==> config.mk <==
export PLATFORM = sky130hd
export DESIGN_NAME = mqb_front
export DESIGN_NICKNAME = d
export VERILOG_FILES = /design/src/hw/rtl/mqb_pkg.sv /design/src/hw/rtl/mqb_front.sv
export SDC_FILE = /design/constraint.sdc
export NUM_CORES = 1
export LEC_CHECK = 0
export ABC_AREA = 1
export BUFFER_PORTS_ARGS = -buffer_cell sky130_fd_sc_hd__buf_2
export CAP_MARGIN = 30
export CORE_MARGIN = 3
export CORE_UTILIZATION = 50
export CTS_BUF_LIST = sky130_fd_sc_hd__clkbuf_8
export CTS_CLUSTER_DIAMETER = 120
export CTS_CLUSTER_SIZE = 30
export DETAILED_ROUTE_END_ITERATION = 7
export PLACE_DENSITY = 0.76
export RECOVER_POWER = 50
export SLEW_MARGIN = 20
export SYNTH_ARGS = -nofsm -noshare
export SYNTH_HDL_FRONTEND = slang
export SYNTH_SLANG_ARGS = --single-unit
==> constraint.sdc <==
create_clock -name clk_i -period 13.2 [get_ports clk_i]
set_input_delay 0.66 -clock clk_i [delete_from_list [all_inputs] [get_ports clk_i]]
set_output_delay 0.66 -clock clk_i [all_outputs]
set_load 0.005 [all_outputs]
==> src/hw/rtl/mqb_pkg.sv <==
// Shared types and codes for the message queue bank.
// Used by the front end, the back end and the top level; no dependencies.
`timescale 1ns / 1ps

package mqb_pkg;

  // Operation codes carried in the op field of an input beat.
  typedef enum logic [1:0] {
    OP_CLAIM = 2'd0,
    OP_SEND  = 2'd1,
    OP_RECV  = 2'd2
  } op_e;

  // Result status codes.
  typedef enum logic [2:0] {
    ST_OK      = 3'd0,
    ST_BAD_ID  = 3'd1,
    ST_FULL    = 3'd2,
    ST_EMPTY   = 3'd3,
    ST_NO_FREE = 3'd4
  } status_e;

  // Command class decided by the front end.
  typedef enum logic [1:0] {
    CMD_CLAIM,
    CMD_SEND,
    CMD_RECV,
    CMD_BAD
  } cmd_kind_e;

  localparam int QidBits  = 5;
  localparam int TypeBits = 32;
  localparam int WordBits = 64;

  // One classified command as it travels from the front end to the back end.
  typedef struct packed {
    cmd_kind_e             kind;
    logic [QidBits-1:0]    qid;
    logic [TypeBits-1:0]   msg_type;
    logic [WordBits-1:0]   payload;
  } cmd_t;

endpackage

==> src/hw/rtl/mqb_front.sv <==
// Front end of the message queue bank: takes input beats, decodes and checks
// them, and holds the classified commands in a two-entry queue. Uses mqb_pkg.
`timescale 1ns / 1ps

module mqb_front #(
  parameter int NUM_QUEUES = 16
) (
  input  logic          clk_i,
  input  logic          rst_ni,
  input  logic          in_valid_i,
  output logic          in_ready_o,
  input  logic [1:0]    op_i,
  input  logic [4:0]    queue_id_i,
  input  logic [31:0]   msg_type_i,
  input  logic [63:0]   msg_payload_i,
  output logic          cmd_valid_o,
  input  logic          cmd_pop_i,
  output mqb_pkg::cmd_t cmd_o
);

  import mqb_pkg::*;

  localparam int IdCmpBits = 7;

  cmd_t       entry_q [2];
  logic       wr_ptr_q, rd_ptr_q;
  logic [1:0] count_q;
  logic       push;
  logic       id_ok;
  cmd_t       cmd_new;

  // A send or receive target is valid from 1 up to the number of queues.
  assign id_ok = (queue_id_i != '0) &&
                 ({2'b00, queue_id_i} <= IdCmpBits'(NUM_QUEUES));

  // Classify the beat.
  always_comb begin
    cmd_new          = '0;
    cmd_new.qid      = queue_id_i;
    cmd_new.msg_type = msg_type_i;
    cmd_new.payload  = msg_payload_i;
    case (op_i)
      OP_CLAIM: cmd_new.kind = CMD_CLAIM;
      OP_SEND:  cmd_new.kind = id_ok ? CMD_SEND : CMD_BAD;
      OP_RECV:  cmd_new.kind = id_ok ? CMD_RECV : CMD_BAD;
      default:  cmd_new.kind = CMD_BAD;
    endcase
  end

  assign in_ready_o  = (count_q != 2'd2);
  assign push        = in_valid_i && in_ready_o;
  assign cmd_valid_o = (count_q != 2'd0);
  assign cmd_o       = entry_q[rd_ptr_q];

  // Queue pointers and occupancy.
  always_ff @(posedge clk_i or negedge rst_ni) begin
    if (!rst_ni) begin
      wr_ptr_q <= 1'b0;
      rd_ptr_q <= 1'b0;
      count_q  <= 2'd0;
    end else begin
      if (push) begin
        wr_ptr_q <= ~wr_ptr_q;
      end
      if (cmd_pop_i) begin
        rd_ptr_q <= ~rd_ptr_q;
      end
      case ({push, cmd_pop_i})
        2'b10:   count_q <= count_q + 2'd1;
        2'b01:   count_q <= count_q - 2'd1;
        default: count_q <= count_q;
      endcase
    end
  end

  // Queue storage.
  always_ff @(posedge clk_i) begin
    if (push) begin
      entry_q[wr_ptr_q] <= cmd_new;
    end
  end

endmodule

==> impl_metrics.csv <==
group,metric,value,unit
sta,setup_violations,0,
routing,vias,3940,
floorplan,chipWidth,132,um
logic_synthesis,synth.cell_area,7940,um2
power_and_ir_drop,p_per_area,196,nW/um2
global_routing,track_usage,15.6,%
clock_tree,post_cts_hold_buffer_count,1,
logic_synthesis,yosys.area_share.xor_xnor,0.221,%
worst_setup_path,cp-end-kind,"primary output",
logic_synthesis,synth_top_area_share,78.0,%
layout,layout_common_cells,"206 x edfxtp_1, 159 x buf_2, 60 x mux2_4",
sta,rsz0062_at_grt,"no",
worst_setup_path,critPathRequiredTime,12540,ps
worst_setup_path,crit_path_start,"rd_ptr_q",
sta,setup_ws,8270,ps
floorplan,die_area,17400,um2
floorplan,floorplan.io_pins,212,
placed_design,numPortBuffers,211,
worst_setup_path,critical_path_peak_fanout,55,
worst_setup_path,start_kind,"register",
sta,skew,12.4,ps
logic_synthesis,synth-warning-count,0,
clock_tree,cts.repair.resized,0,
logic_synthesis,synth_nets,465,
layout,num-nets-final,682,
routing,wl_met1,5500,um
sta,pins_over_slew_limit,151,
layout,antennaDiodeCount,0,
global_routing,via_count_of_the_first_global_routing_pass,4116,
sta,hold_slack,338,ps
clock_tree,cts_num_sinks,210,
worst_hold_path,hold_path_end,"entry_q[0][82]",
placed_design,dpl_worst_slack,10140,ps
logic_synthesis,synth_top_cell_by_area,"edfxtp_1",
clock_tree,cts.reportedPaths.clkPinSlew,160,ps
logic_synthesis,synth.lib_cells_used.distinct,17,
routing,top_layer_used,"met4",
sta,fmaxAchievable,0.203,GHz
sta,tightest_slew,2740,ps
clock_tree,cts_tree,"done",
global_routing,grt_max_degree,59,
routing,drt_pass1_iterations,4,
clock_tree,max_root_sink_buffers,3,
routing,viasPerCell,5.01,
sta,hold_viol_final,0,
sta,fin_crit,4930,ps
logic_synthesis,synth-adder-area-share,0.158,%
logic_synthesis,yosys-mux-area-fraction,17.5,%
worst_setup_path,r2r.worst_path.cells,5,
floorplan,row_count,45,
worst_setup_path,crit-reg2reg-capture,"entry_q[0][68]",
power_and_ir_drop,power.ir.vdd_worst,0.140,mV
layout,fraction_of_layout_instances_using_a_drive_strength_above_1,48.4,%
logic_synthesis,ys_ff_latch,210,
floorplan,initial_core_util,51.6,%
floorplan,design.core.area,15400,um2
power_and_ir_drop,static-leakage-power,3.53,nW
logic_synthesis,synth_area_per_cell,22.2,um2
worst_hold_path,min-delay-start,"msg_type_i[18]",
global_routing,first_pass_grt_wire_length,21800,um
placed_design,placer_congestion,0.716,
worst_hold_path,holdPathStages,1,
routing,first_iter_violations,280,
floorplan,die_h,132,um
sta,slew-limit-headroom,-82.9,%
sta,aggregate_negative_setup_slack,0,ps
routing,drt_wl_total,14000,um
clock_tree,cts_root_buffer,"clkbuf_8",
worst_setup_path,critical_path_arrival,4270,ps
logic_synthesis,netlist_instances,357,
placed_design,hpwlAfterDp,9680,um
logic_synthesis,synth.yosys.seq_area_share,79.2,%
layout,layout.core_utilization,60.5,%
layout,area_growth,17.1,%
global_routing,antenna_found_initial,0,
clock_tree,clk_latency,490,ps
layout,most_common_library_cell_in_the_layout_ignoring_fill_and_taps,"edfxtp_1",
status,failed_checks,"capacitance limit, slew limit",
worst_setup_path,crit-reg2reg-launch,"count_q[0]",
routing,met2RoutedLength,7220,um
routing,drc_errors,0,
logic_synthesis,area_share_of_and_or_nand_nor_cells_after_synthesis,1.12,%
clock_tree,cts-htree-levels,1,
clock_tree,post_cts_setup_buffers,0,
sta,min_period_over_period,37.3,%
global_routing,grt_overflow_total,0,
run,max-cap-violations,3,
worst_hold_path,hp-class,"in2reg",
layout,num-fill-cells,1174,
worst_setup_path,minimum_setup_slack_among_reg_to_reg_paths,9980,ps
logic_synthesis,synth_top_family_by_area,"multiplexers",
logic_synthesis,yosys-top-cells-area,"edfxtp_1 78%, mux2_4 11%, mux2_2 6.1%, dfrtp_1 1.3%, buf_6 0.99%",
power_and_ir_drop,fin_total_pwr,1.82,mW
routing,avgRoutedWirePerCell,17.8,um
routing,met3WireLength,1080,um
logic_synthesis,synth_compound_gate_area_share,0.0631,%
worst_setup_path,type_of_the_setup_path_with_the_least_slack,"reg2out",
clock_tree,cts_made_buffers,10,
status,outcome,"finished, violations left",
routing,ant_nets,0,
[worst max-delay path: stages (launching register included)]
cell	delay (ps)
dfrtp_1	2220
buf_4	930
mux2_2	420
buf_2	140
[sequential cells by signal (all words and copies together) (netlist names)]
name,count
wr_ptr_q,1
entry_q,206
count_q,2
rd_ptr_q,1
[kinds of logic after synthesis]
logic type | Yosys count
flops | 210
simple gates | 21
compound gates | 1
xor+xnor | 2
mux | 103
fa+ha+maj | 1
buf+inv | 19
[Yosys cell counts]
cell / number
nand3_1: 4
nand4_1: 1
edfxtp_1: 206
mux2_2: 43
buf_2: 4
xor2_1: 1
or2_2: 1
buf_6: 7
ha_1: 1
inv_1: 7
mux2_4: 60
xnor2_1: 1
a21oi_1: 1
nor2_1: 5
buf_8: 1
dfrtp_1: 4
nand2_1: 10
[how the worst max path moves through the flow]
stage | endpoint | slack (ps)
4_1_cts | cmd_o[2] | 9550
6_report | cmd_o[2] | 8270
3_5_place_dp | cmd_o[2] | 10140
2_1_floorplan | entry_q[1][0] | 7570
5_1_grt | cmd_o[2] | 7980
3_3_place_gp | cmd_o[3] | 10160
[layout make-up]
type | instances | area (um2) | share of cell area, %
Clock inverter | 3 | 11.3 | 0.121
Multi-Input combinational cell | 128 | 1520 | 16.4
Timing Repair Buffer | 217 | 1030 | 11.1
Sequential cell | 210 | 6290 | 67.6
Inverter | 7 | 26.3 | 0.283
Tap cell | 211 | 264 | 2.84
Clock buffer | 11 | 151 | 1.63
[report_power, final]
group          switching [mW]  internal (mW)
clock                   0.172         0.0772
combinational           0.258          0.329
sequential             0.0746          0.912
total                   0.504           1.32
[metal layers]
| metal | vias to the layer above | GRT usage [%] |
|---|---|---|
| met5 | - | 0 |
| met4 | 0 | 2.86 |
| met3 | 12 | 4.01 |
| met2 | 159 | 27.7 |
| met1 | 1961 | 19.5 |
| li1 | 1808 | - |
[through the flow]
stage               std cells  cell area, um2
floorplan                 357            7940
detailed placement        772            9200
CTS                       787            9370
finish                    787            9290
global route              787            9290
global placement          772            9200
No activity file was read; power rests on OpenSTA's default activity.
